**src/hw/rtl/wtlp_pkg.sv**
```systemverilog
// ----------------------------------------------------------------------------
// wtlp_pkg: shared types and constants for the wavetable playback block
// Widths of the fixed fields, register indexes and control structs.
// ----------------------------------------------------------------------------
package wtlp_pkg;

    localparam int WHOLE_BITS     = 24;   // integer part of the position
    localparam int STEP_BITS      = 4;    // remainder bits resolved per front stage
    localparam int NUM_STEPS      = WHOLE_BITS / STEP_BITS;
    localparam int LEN_BITS       = 13;
    localparam int REM_BITS       = LEN_BITS + 1;
    localparam int INDEX_BITS     = 12;
    localparam int CFG_INDEX_BITS = 1;
    localparam int QUEUE_DEPTH    = 8;

    localparam int DEF_TABLE_DEPTH = 4096;
    localparam int DEF_SAMPLE_BITS = 16;
    localparam int DEF_FRAC_BITS   = 16;

    localparam logic [CFG_INDEX_BITS-1:0] CFG_PLAY_MODE    = 1'd0;
    localparam logic [CFG_INDEX_BITS-1:0] CFG_TABLE_LENGTH = 1'd1;

    localparam logic [LEN_BITS-1:0] LENGTH_RESET = 13'd4096;

    localparam logic CMD_LOAD   = 1'b0;
    localparam logic CMD_SAMPLE = 1'b1;

    localparam logic MODE_PERIODIC = 1'b0;

    typedef struct packed {
        logic is_sample;
        logic active;
        logic wr_en;
    } ctl_t;

    typedef struct packed {
        logic full;
        logic empty;
    } queue_status_t;

endpackage

```
**src/hw/rtl/wtlp_queue.sv**
```systemverilog
// ----------------------------------------------------------------------------
// wtlp_queue: short FIFO between front and back
// Register-array FIFO with show-ahead read.
// ----------------------------------------------------------------------------
module wtlp_queue #(
    parameter int WIDTH = 8,
    parameter int DEPTH = wtlp_pkg::QUEUE_DEPTH,
    localparam int PW   = $clog2(DEPTH),
    localparam int CW   = $clog2(DEPTH + 1)
) (
    input  logic                    clk,
    input  logic                    rst_n,
    input  logic                    push,
    input  logic [WIDTH-1:0]        push_data,
    input  logic                    pop,
    output logic [WIDTH-1:0]        head_data,
    output wtlp_pkg::queue_status_t status
);

    logic [WIDTH-1:0] slot_reg [DEPTH];
    logic [PW-1:0]    wr_ptr_reg;
    logic [PW-1:0]    rd_ptr_reg;
    logic [CW-1:0]    count_reg;
    logic [CW-1:0]    count_next;

    assign status.full  = (count_reg == CW'(DEPTH));
    assign status.empty = (count_reg == '0);
    assign head_data    = slot_reg[rd_ptr_reg];

    always_comb
    begin
        count_next = count_reg;
        if (push && !pop)
        begin
            count_next = count_reg + CW'(1);
        end
        else if (pop && !push)
        begin
            count_next = count_reg - CW'(1);
        end
    end

    always_ff @(posedge clk or negedge rst_n)
    begin
        if (!rst_n)
        begin
            wr_ptr_reg <= '0;
            rd_ptr_reg <= '0;
            count_reg  <= '0;
        end
        else
        begin
            count_reg <= count_next;
            if (push)
            begin
                wr_ptr_reg <= (wr_ptr_reg == PW'(DEPTH - 1)) ? '0 : wr_ptr_reg + PW'(1);
            end
            if (pop)
            begin
                rd_ptr_reg <= (rd_ptr_reg == PW'(DEPTH - 1)) ? '0 : rd_ptr_reg + PW'(1);
            end
        end
    end

    always_ff @(posedge clk)
    begin
        if (push)
        begin
            slot_reg[wr_ptr_reg] <= push_data;
        end
    end

endmodule

```
**config.mk**
```make
export PLATFORM = sky130hd
export DESIGN_NAME = wtlp_queue
export DESIGN_NICKNAME = d
export VERILOG_FILES = /design/src/hw/rtl/wtlp_pkg.sv /design/src/hw/rtl/wtlp_queue.sv
export SDC_FILE = /design/constraint.sdc
export NUM_CORES = 1
export LEC_CHECK = 0
export CORE_ASPECT_RATIO = 1.25
export CORE_MARGIN = 2
export CORE_UTILIZATION = 45
export CTS_CLUSTER_SIZE = 40
export DETAILED_ROUTE_END_ITERATION = 8
export DONT_BUFFER_PORTS = 1
export GPL_ROUTABILITY_DRIVEN = 0
export SLEW_MARGIN = 20
export SYNTH_ARGS = -nofsm -noshare
export SYNTH_HDL_FRONTEND = slang
export SYNTH_SLANG_ARGS = --single-unit
```
**constraint.sdc**
```tcl
create_clock -name clk -period 1.7 [get_ports clk]
set_input_delay 0.085 -clock clk [delete_from_list [all_inputs] [get_ports clk]]
set_output_delay 0.085 -clock clk [all_outputs]
set_load 0.02 [all_outputs]
```
==> impl_results.md <==
* Area leader, netlist: edfxtp_1
* Power per cell area at approximately 1700 nW/um^2
* Maximum number of pins on one net before global-route repair at 18
* Synth top area share at between 60% and 70%
* Total cell area at the placement stage at roughly 3300 um^2
* Internal power at 4.44 mW
* Most frequently used flop master after synthesis: edfxtp_1
* Crit path capture type: primary output
* Max cap viols at 0
* Clock tree from TritonCTS: done
* Most instantiated cells after synthesis: 64 x edfxtp_1, 10 x dfrtp_1
* WL per Instance at about 18 um
* Fin nets at roughly 210
* Critical-path cell list: buf_12, mux4_1, mux2_4
* Setup violators final at 8
* Proportion of power drawn by combinational gates at around 35%
* Cell types occupying the most area after synthesis: edfxtp_1 62%, dfrtp_1 8.0%, mux4_1 6.7%, mux4_2 5.8%, mux2_4 3.8%
* Global-route wire length before repair at ~8400 um
* Iteration count of the initial detailed-routing pass at 4
* Final Worst Setup Slack at -0.176 ns
* Sinks on the clock net at 74
* Fin util at a little under three fifths
* Cell type group with the largest total delay on the critical path: multiplexers
* Share of the clock period used by the worst path after layout at 110%
* Largest incremental delay on the critical path at about 0.55 ns
* Die Wd at 78.5 um
* Routed vias/inst at 5.35
* Number of top-level pins at 22
* Detailed placer's ending HPWL at around 3500 um
* Count of antenna diodes in the layout at 0
* Vias in the first global route at between 1,500 and 2,000
* Mean instance size in the synthesized netlist at between 15 and 20 um^2
* Overall die area at approximately 7600 um^2
* Clk pwr share at around 25%
* Library cell with the highest instance count after synthesis: edfxtp_1
* Sequential cell area fraction in the yosys report at between 60% and 70%
* Unrepaired setup endpoints after global routing: yes
* R2r setup slk at 0.08 ns
* Violations in the final reports: setup timing
* Final critical path time including I/O delays and setup at approximately 1.9 ns
* Syn nets at around 180
* VDD IR max at approximately 0.86 mV
* Worst Path Arrival at 1.79 ns
* Startpoint kind of the worst setup timing path: flip-flop
* Post-Syn Instances at approximately 160
* CTS HTree Levels at 3
* Crit-path slowest cell: mux4_1
* Floorplan Core Area at around 6600 um^2
* Total chip power at 6.29 mW
* Flops & latches, synth at between 70 and 80
* Die outline height at ~100 um
* Insertion delay to the later sink of the worst-skew pair at ~0.33 ns
* Number of different library cells in the post-synthesis netlist at 29
* Maximum buffer depth of the clock tree at 2
* Number of antenna violations at the first check in global routing at 0
* Number of DRC markers in iteration 0 at slightly below 70
* Number of nets with antenna violations after routing at 0
* Final std cells w/o fill at 285
* CTS buffer count at 9
* Highest clock rate at 533 MHz
* Largest register FFs at 64
* Cell Area, Synth at 3120 um^2
* Number of instances in the placed design at ~260
* Total GRT Usage at between 10% and 20%
* Count of input and output buffers at 0
* Clock slew at reported path FFs at around 0.080 ns
* Outcome: finished with violations
* Total non-filler cell area in the finished layout at approximately 3700 um^2
* Total gr overflow at 0
* Number of failing hold endpoints at the final stage at 0
* Initial core utilization at about 47%
* Reg power frac at between 40% and 50%
* Final wirelength at ~5200 um
* Root cell of the clock tree: clkbuf_8
* Area delta synth->final at 18.6%
* Final setup skew at ~0.0076 ns
* Post-synth EDFFs at 64
* Class of the tightest hold or removal check: input pin to asynchronous set/reset pin
* Fraction of power spent switching nets at approximately 29%
* Number of design rule violations left after detail routing at 0
* Yosys synthesis warning count at 0
* Crit path buffers/inverters at 1
* Share of final-layout standard cells stronger than drive strength 1 at between 20% and 30%
* Maximum net fanout on the critical path at 9
* Slew HR at 69.5%
* Via count of the routed design at about 1,500
* Final number of max-transition violations at 0
* Leak pwr at approximately 1.3 nW
* FP Rows at 33
* Data required, critical path at about 1.6 ns
* Reported net switching power at 1.85 mW
* Type of the worst setup path: flip-flop to primary output
* Fraction of synthesis flops using an asynchronous set or reset pin at between 10% and 20%
* Tightest Pin Transition at 0.455 ns
==> layer usage <==
metal / global-route usage, % / share of wire, % / routed length, um
met1: 17.9 / 41 / 2130
met2: 25.6 / 56 / 2910
met3: 5.48 / 2.6 / 134
met4: 5.26 / 0.86 / 45
met5: 0 / 0 / 0
==> power by group through the flow <==
stage	combinational (mW)	clock (mW)	sequential, mW
floorplan	1.68	0	2.51
global placement	2.03	0	2.57
detailed placement	2.08	0	2.60
CTS	2.15	1.59	2.56
global route	2.37	1.67	2.62
finish	2.18	1.54	2.57
==> cells in the final DEF (no fill, tap or decap), drive strengths merged <==
master,instances
o21ai,2
dlygate4sd3,11
nor2,8
mux2,14
fa,1
mux4,16
inv,3
ha,7
edfxtp,64
clkinv,2
a2111o,1
buf,19
nand2,4
bufinv,3
nand3,2
o211ai,2
nor3,3
xnor2,2
nor4b,1
nand3b,2
dfrtp,10
nand2b,3
nor4,1
clkbuf,11
mux2i,1
a21oi,2
or3,1
clkinvlp,1
or4,1
==> worst register-to-register path: cells and delay by family, from the launching register on <==
kind / cells / cell delay, ns
AOI/OAI and AO/OA: 2 / 0.24
adders and majority gates: 1 / 0.32
DFF: 1 / 0.41
and+or+nand+nor: 1 / 0.53
==> logic make-up after synthesis <==
logic type,synth area share [%]
simple gates,4.25
flops,69.6
mux,18.8
compound gates,1.48
xor+xnor,0.561
fa+ha+maj,3.45
buf+inv,1.88
==> path summary, 6_finish.rpt <==
check,from,endpoint,cells past startpoint
worst max-delay path,rd_ptr_reg[0],head_data[0],3
worst min-delay path,rst_n,count_reg[2],1
worst max register to register,count_reg[2],count_reg[3],4
worst min register to register,count_reg[2],count_reg[2],2
max in group asynchronous,rst_n,rd_ptr_reg[0],1
min in group clk,push,count_reg[0],2
==> area by class of cell <==
type                            count  area, um^2
Fill cell                         533        2940
Clock buffer                       10         128
Timing Repair Buffer               31         290
Inverter                            3        11.3
Clock inverter                      6         105
Multi-Input combinational cell     74         888
Sequential cell                    74        2170
Tap cell                           87         109
==> per-stage QoR <==
stage	TNS [ns]	hold WS [ns]	setup slack, ns
after global placement	0	-0.210	0.130
after floorplan	0	-0.211	0.110
after global routing	-1.78	0.125	-0.234
after CTS	-1.63	0.118	-0.215
after detailed placement	-0.00505	-0.210	-0.00505
final	-1.26	0.131	-0.176
==> timing repair <==
item                                   4_1_cts  5_1_grt
endpoints found under the hold margin       80        0
resized for setup                            0        2
buffers inserted                             1        0
cloned                                       0        1
setup endpoints to repair                    8        8
hold buffers                                11        0
(Power assumes the default switching activity.)
