--- config.mk ---
export PLATFORM = sky130hd
export DESIGN_NAME = wtlp_front
export DESIGN_NICKNAME = d
export VERILOG_FILES = /design/src/hw/rtl/wtlp_pkg.sv /design/src/hw/rtl/wtlp_front.sv
export SDC_FILE = /design/constraint.sdc
export NUM_CORES = 1
export LEC_CHECK = 0
export ABC_AREA = 1
export BUFFER_PORTS_ARGS = -buffer_cell sky130_fd_sc_hd__buf_2
export CORE_MARGIN = 2
export CORE_UTILIZATION = 65
export CTS_CLUSTER_SIZE = 10
export DETAILED_ROUTE_END_ITERATION = 7
export MAX_ROUTING_LAYER = met4
export PLACE_DENSITY = 0.84
export RECOVER_POWER = 100
export SLEW_MARGIN = 25
export SYNTH_ARGS = -nofsm -noshare
export SYNTH_HDL_FRONTEND = slang
export SYNTH_SLANG_ARGS = --single-unit
export TNS_END_PERCENT = 5
--- constraint.sdc ---
create_clock -name clk -period 17.8 [get_ports clk]
set_input_delay 1.78 -clock clk [delete_from_list [all_inputs] [get_ports clk]]
set_output_delay 1.78 -clock clk [all_outputs]
set_load 0.01 [all_outputs]
--- src/hw/rtl/wtlp_pkg.sv ---
// ----------------------------------------------------------------------------
// wtlp_pkg: shared types and constants for the wavetable playback block
// Widths of the fixed fields, register indexes and control structs.
// ----------------------------------------------------------------------------
package wtlp_pkg;

    localparam int WHOLE_BITS     = 24;   // integer part of the position
    localparam int STEP_BITS      = 4;    // remainder bits resolved per front stage
    localparam int NUM_STEPS      = WHOLE_BITS / STEP_BITS;
    localparam int LEN_BITS       = 13;
    localparam int REM_BITS       = LEN_BITS + 1;
    localparam int INDEX_BITS     = 12;
    localparam int CFG_INDEX_BITS = 1;
    localparam int QUEUE_DEPTH    = 8;

    localparam int DEF_TABLE_DEPTH = 4096;
    localparam int DEF_SAMPLE_BITS = 16;
    localparam int DEF_FRAC_BITS   = 16;

    localparam logic [CFG_INDEX_BITS-1:0] CFG_PLAY_MODE    = 1'd0;
    localparam logic [CFG_INDEX_BITS-1:0] CFG_TABLE_LENGTH = 1'd1;

    localparam logic [LEN_BITS-1:0] LENGTH_RESET = 13'd4096;

    localparam logic CMD_LOAD   = 1'b0;
    localparam logic CMD_SAMPLE = 1'b1;

    localparam logic MODE_PERIODIC = 1'b0;

    typedef struct packed {
        logic is_sample;
        logic active;
        logic wr_en;
    } ctl_t;

    typedef struct packed {
        logic full;
        logic empty;
    } queue_status_t;

endpackage

--- src/hw/rtl/wtlp_front.sv ---
// ----------------------------------------------------------------------------
// wtlp_front: command intake and position reduction
// Pipelined restoring remainder of the integer position by the table length.
// ----------------------------------------------------------------------------
module wtlp_front #(
    parameter int TABLE_DEPTH = wtlp_pkg::DEF_TABLE_DEPTH,
    parameter int SAMPLE_BITS = wtlp_pkg::DEF_SAMPLE_BITS,
    parameter int FRAC_BITS   = wtlp_pkg::DEF_FRAC_BITS,
    localparam int ADDR_W     = $clog2(TABLE_DEPTH),
    localparam int POS_W      = wtlp_pkg::WHOLE_BITS + FRAC_BITS
) (
    input  logic                                  clk,
    input  logic                                  rst_n,
    input  logic                                  take,
    input  logic                                  command,
    input  logic [wtlp_pkg::INDEX_BITS-1:0]       entry_index,
    input  logic signed [SAMPLE_BITS-1:0]         entry_left,
    input  logic signed [SAMPLE_BITS-1:0]         entry_right,
    input  logic [POS_W-1:0]                      position,
    input  logic [wtlp_pkg::REM_BITS-1:0]         len_eff,
    input  logic                                  play_mode,
    output logic                                  push,
    output wtlp_pkg::ctl_t                        push_ctl,
    output logic [ADDR_W-1:0]                     push_i0,
    output logic [ADDR_W-1:0]                     push_i1,
    output logic [FRAC_BITS-1:0]                  push_frac,
    output logic signed [SAMPLE_BITS-1:0]         push_left,
    output logic signed [SAMPLE_BITS-1:0]         push_right
);

    localparam int NST = wtlp_pkg::NUM_STEPS;
    localparam int RW  = wtlp_pkg::REM_BITS;
    localparam int WB  = wtlp_pkg::WHOLE_BITS;

    logic                             valid_reg [NST];
    wtlp_pkg::ctl_t                   ctl_reg   [NST];
    logic [RW-1:0]                    rem_reg   [NST];
    logic [WB-1:0]                    whole_reg [NST];
    logic [wtlp_pkg::INDEX_BITS-1:0]  idx_reg   [NST];
    logic [FRAC_BITS-1:0]             frac_reg  [NST];
    logic signed [SAMPLE_BITS-1:0]    left_reg  [NST];
    logic signed [SAMPLE_BITS-1:0]    right_reg [NST];

    for (genvar k = 0; k < NST; k++) begin : g_stage
        logic                            valid_in;
        wtlp_pkg::ctl_t                  ctl_in;
        logic [RW-1:0]                   rem_in;
        logic [WB-1:0]                   whole_in;
        logic [wtlp_pkg::INDEX_BITS-1:0] idx_in;
        logic [FRAC_BITS-1:0]            frac_in;
        logic signed [SAMPLE_BITS-1:0]   left_in;
        logic signed [SAMPLE_BITS-1:0]   right_in;
        logic [RW-1:0]                   rem_next;
        logic [WB-1:0]                   whole_next;

        if (k == 0) begin : g_head
            logic [WB-1:0] whole_pos;
            assign whole_pos         = position[POS_W-1:FRAC_BITS];
            assign valid_in          = take;
            assign ctl_in.is_sample  = (command == wtlp_pkg::CMD_SAMPLE);
            assign ctl_in.active     = (play_mode == wtlp_pkg::MODE_PERIODIC) ||
                                       (whole_pos < WB'(len_eff));
            assign ctl_in.wr_en      = (command == wtlp_pkg::CMD_LOAD) &&
                                       (32'(entry_index) < TABLE_DEPTH);
            assign rem_in            = '0;
            assign whole_in          = whole_pos;
            assign idx_in            = entry_index;
            assign frac_in           = position[FRAC_BITS-1:0];
            assign left_in           = entry_left;
            assign right_in          = entry_right;
        end
        else begin : g_body
            assign valid_in = valid_reg[k-1];
            assign ctl_in   = ctl_reg[k-1];
            assign rem_in   = rem_reg[k-1];
            assign whole_in = whole_reg[k-1];
            assign idx_in   = idx_reg[k-1];
            assign frac_in  = frac_reg[k-1];
            assign left_in  = left_reg[k-1];
            assign right_in = right_reg[k-1];
        end

        // r < len always holds, so each bit needs one compare and subtract
        always_comb
        begin
            rem_next   = rem_in;
            whole_next = whole_in;
            for (int j = 0; j < wtlp_pkg::STEP_BITS; j++)
            begin
                rem_next   = {rem_next[RW-2:0], whole_next[WB-1]};
                whole_next = {whole_next[WB-2:0], 1'b0};
                if (rem_next >= len_eff)
                begin
                    rem_next = rem_next - len_eff;
                end
            end
        end

        always_ff @(posedge clk or negedge rst_n)
        begin
            if (!rst_n)
            begin
                valid_reg[k] <= 1'b0;
            end
            else
            begin
                valid_reg[k] <= valid_in;
            end
        end

        always_ff @(posedge clk)
        begin
            ctl_reg[k]   <= ctl_in;
            rem_reg[k]   <= rem_next;
            whole_reg[k] <= whole_next;
            idx_reg[k]   <= idx_in;
            frac_reg[k]  <= frac_in;
            left_reg[k]  <= left_in;
            right_reg[k] <= right_in;
        end
    end

    logic [RW-1:0] rem_last;
    logic [RW-1:0] rem_inc;

    assign rem_last = rem_reg[NST-1];
    assign rem_inc  = rem_last + RW'(1);

    assign push       = valid_reg[NST-1];
    assign push_ctl   = ctl_reg[NST-1];
    assign push_i0    = ctl_reg[NST-1].is_sample ? ADDR_W'(rem_last)
                                                 : ADDR_W'(idx_reg[NST-1]);
    assign push_i1    = (rem_inc == len_eff) ? '0 : ADDR_W'(rem_inc);
    assign push_frac  = frac_reg[NST-1];
    assign push_left  = left_reg[NST-1];
    assign push_right = right_reg[NST-1];

endmodule

==> summary.md <==
| Metric | Value |
|---|---|
| Flops & latches, synth | `523` |
| Clk Tree Root Cell | `sky130_fd_sc_hd__clkbuf_16` |
| Clock transition at the registers of the reported paths | `0.05 ns` |
| Setup clock skew after layout | `0.0339 ns` |
| Share of the synthesized area in the top cell type | `32.5%` |
| Post-Synthesis Cells | `4,425` |
| Aggregate global-route resource usage | `~37%` |
| Yosys top cell by area | `sky130_fd_sc_hd__dfxtp_1` |
| Setup slack of the worst register-to-register path | `7.48 ns` |
| Area of the mapped netlist | `31,900 um2` |
| Number of nets in the layout | `5,101` |
| Inserted Clock Buffers | `66` |
| Layout cells sized above 1 | `5.13%` |
| First-pass GRT wire length | `145,000 um` |
| Pin count of the biggest net entering global routing | `28` |
| Cell with the largest stage delay on the worst path | `sky130_fd_sc_hd__clkbuf_1` |
| CTS Buffer Depth | `3` |
| Maximum achievable frequency | `76.1 MHz` |
| Number of I/O port buffers | `178` |
| Detailed router's first-iteration violation count | `2,540` |
| TritonCTS clock tree | `built` |
| Worst-path fanout max | `21` |
| GRT Residual Overflow | `0` |
| Die extent in x | `225 um` |
| Most common cell on crit path | `sky130_fd_sc_hd__nand2_1` |
| Final hold violations | `0` |
| Type of the setup path with the least slack | `in -> reg` |
| Count of unresolved DRC violations after routing | `0` |
| ANT nets after route | `0` |
| DR WL/cell | `17.4 um` |
| Unique cell type count in the Yosys netlist | `53` |
| Setup repair after global routing missed its margin | `no` |
| Area inside the core boundary | `around 49,000 um2` |
| Detail Placement HPWL | `between 60,000 and 70,000 um` |
| Sink Count | `523` |
| Max-slew headroom | `-48.1%` |
| Number of warning messages in the yosys log | `0` |
| Run status | `finished, violations left` |
| Row cnt | `81` |
| Finish-stage setup viols | `0` |
| Io pins | `179` |
| Endpoint kind of the worst setup timing path | `register` |
| TNS Setup | `0 ns` |
| Data arrival time of the critical path | `around 14 ns` |
| Minimum period implied by the final worst setup slack | `13.15 ns` |
| Required time worst endpoint | `18.27 ns` |
| Initial antenna violation count | `0` |
| Via count of the first global-routing pass | `28,822` |
| Routability Congestion | `0.986` |
| Via density per instance | `5.66` |
| Clk_lat worst skew | `slightly above 0.6 ns` |
| Reported max-cap violation count | `4` |
| Resize count post-CTS | `0` |
| Worst-Margin Slew | `2.22 ns` |
| Portion of the post-synthesis area used by sequential elements | `about a third` |
| Count of H-tree levels built during CTS | `3` |
| Die area | `50,800 um2` |
| Slew Viols, Final | `53` |
| Violated checks | `max-capacitance violations, max-slew violations` |
| Area Growth Syn to Fin | `10.2%` |
| Final WL | `92,000 um` |
| First-pass detailed-route iteration total | `6` |
| Via count of the routed design | `29,893` |
| Peak per-stage delay on the critical path | `between 1.5 and 2 ns` |
| Starting density of the core | `65.5%` |
| Cells taking the most area after synthesis | `sky130_fd_sc_hd__dfxtp_1 (32%), sky130_fd_sc_hd__nand2_1 (15%), sky130_fd_sc_hd__ha_1 (13%)` |
| Post-CTS setup buffers | `0` |
| Average cell area after synthesis | `between 7 and 8 um2` |
| Post-synthesis net count | `4,889` |
| Hold-fix buffers, CTS | `0` |
| Die H | `roughly 230 um` |
| Count of antenna diodes in the layout | `0` |
| Kind of path behind the tightest hold check | `reg -> reg` |
| Final cycle utilization of the critical path | `73.9%` |
| Kind of launch point of the worst setup path | `input pin` |
[metrics by stage]
| stage | hold slack [ns] | util (%) | setup WS [ns] | cells | cell area [um2] |
|---|---|---|---|---|---|
| global placement | 0.310 | 68.6 | 6.84 | 5191 | 33400 |
| detailed placement | 0.312 | 68.6 | 6.59 | 5191 | 33400 |
| CTS | 0.300 | 72.6 | 7.05 | 5278 | 35300 |
| global route | 0.312 | 72.2 | 3.34 | 5278 | 35100 |
| finish | 0.297 | 72.2 | 4.65 | 5278 | 35100 |
| floorplan | 0.310 | - | 9.70 | 4425 | 31900 |
[cell usage in the layout, fill, tap and decap left out, drive strengths merged, types with 32 or more instances in the layout]
| cell | synthesis | routed |
|---|---|---|
| a21o | 39 | 39 |
| a21oi | 232 | 232 |
| and2 | 79 | 79 |
| buf | 48 | 98 |
| clkbuf | 6 | 175 |
| dfxtp | 517 | 517 |
| ha | 338 | 338 |
| inv | 502 | 502 |
| nand2 | 1318 | 1318 |
| nand3 | 431 | 431 |
| nand3b | 59 | 59 |
| nand4 | 77 | 77 |
| nor2 | 301 | 301 |
| nor3 | 32 | 32 |
| o21ai | 121 | 121 |
| xnor2 | 72 | 72 |
| xor2 | 107 | 107 |
[per-layer routing]
metal | share of wire, % | global-route usage [%]
met1 | 41 | 44.9
met2 | 47 | 62.1
met3 | 7.2 | 4.94
met4 | 4.9 | 16.4
met5 | 0 | -
[worst max-delay path: cells and delay by family]
family                   cells  cell delay [ns]
adder cells (fa/ha/maj)      4             1.47
AO/OA/AOI/OAI                6             2.05
buffers and inverters        6             3.87
AND/OR/NAND/NOR             21             4.38
[final timing paths]
kind,end,cells past startpoint,start
max,rem_reg[3][5]$_DFF_P_,37,len_eff[1]
min,idx_reg[4][9]$_DFF_P_,0,idx_reg[3][9]$_DFF_P_
max reg2reg,rem_reg[2][7]$_DFF_P_,41,whole_reg[1][19]$_DFF_P_
min reg2reg,idx_reg[4][9]$_DFF_P_,0,idx_reg[3][9]$_DFF_P_
max in group asynchronous,g_stage[4].valid_in$_DFF_PN0_,1,rst_n
min in group asynchronous,g_stage[1].valid_in$_DFF_PN0_,1,rst_n
[Yosys cell counts (all sizes together)]
master	instances
xnor2	72
o211ai	6
nor3	32
a211oi	1
o21a	13
mux2	3
o31ai	1
nor2	301
inv	502
dfrtp	6
or2	26
ha	338
a221oi	1
xor2	107
and2	79
dfxtp	517
nor3b	1
nand3b	59
buf	48
a21boi	13
nor4	8
and3	1
o21bai	21
o21ai	121
fa	23
clkbuf	6
or3b	2
a31oi	10
nand2	1318
mux2i	4
a21oi	232
a21o	39
nand3	431
o2111ai	5
a2111oi	1
nand4	77
[cell families after synthesis]
logic type / Yosys count / share of synthesized area (%)
adders and majority gates: 361 / 14.7
DFF: 523 / 32.9
xor gates and xnor gates: 179 / 4.92
and+or+nand+nor: 2335 / 31.9
buffers and inverters: 556 / 6.87
muxes: 7 / 0.232
AOI/OAI and AO/OA: 464 / 8.40
[layout make-up]
| type | count | area, um2 |
|---|---|---|
| Fill cell | 4060 | 13500 |
| Inverter | 502 | 1880 |
| Clock buffer | 75 | 1740 |
| Sequential cell | 523 | 10500 |
| Multi-Input combinational cell | 3346 | 19100 |
| Timing Repair Buffer | 198 | 911 |
| Clock inverter | 12 | 199 |
| Tap cell | 622 | 778 |
Power is not shown: default switching activity piles up to over one toggle a cycle in this logic, so the estimate is an artifact.
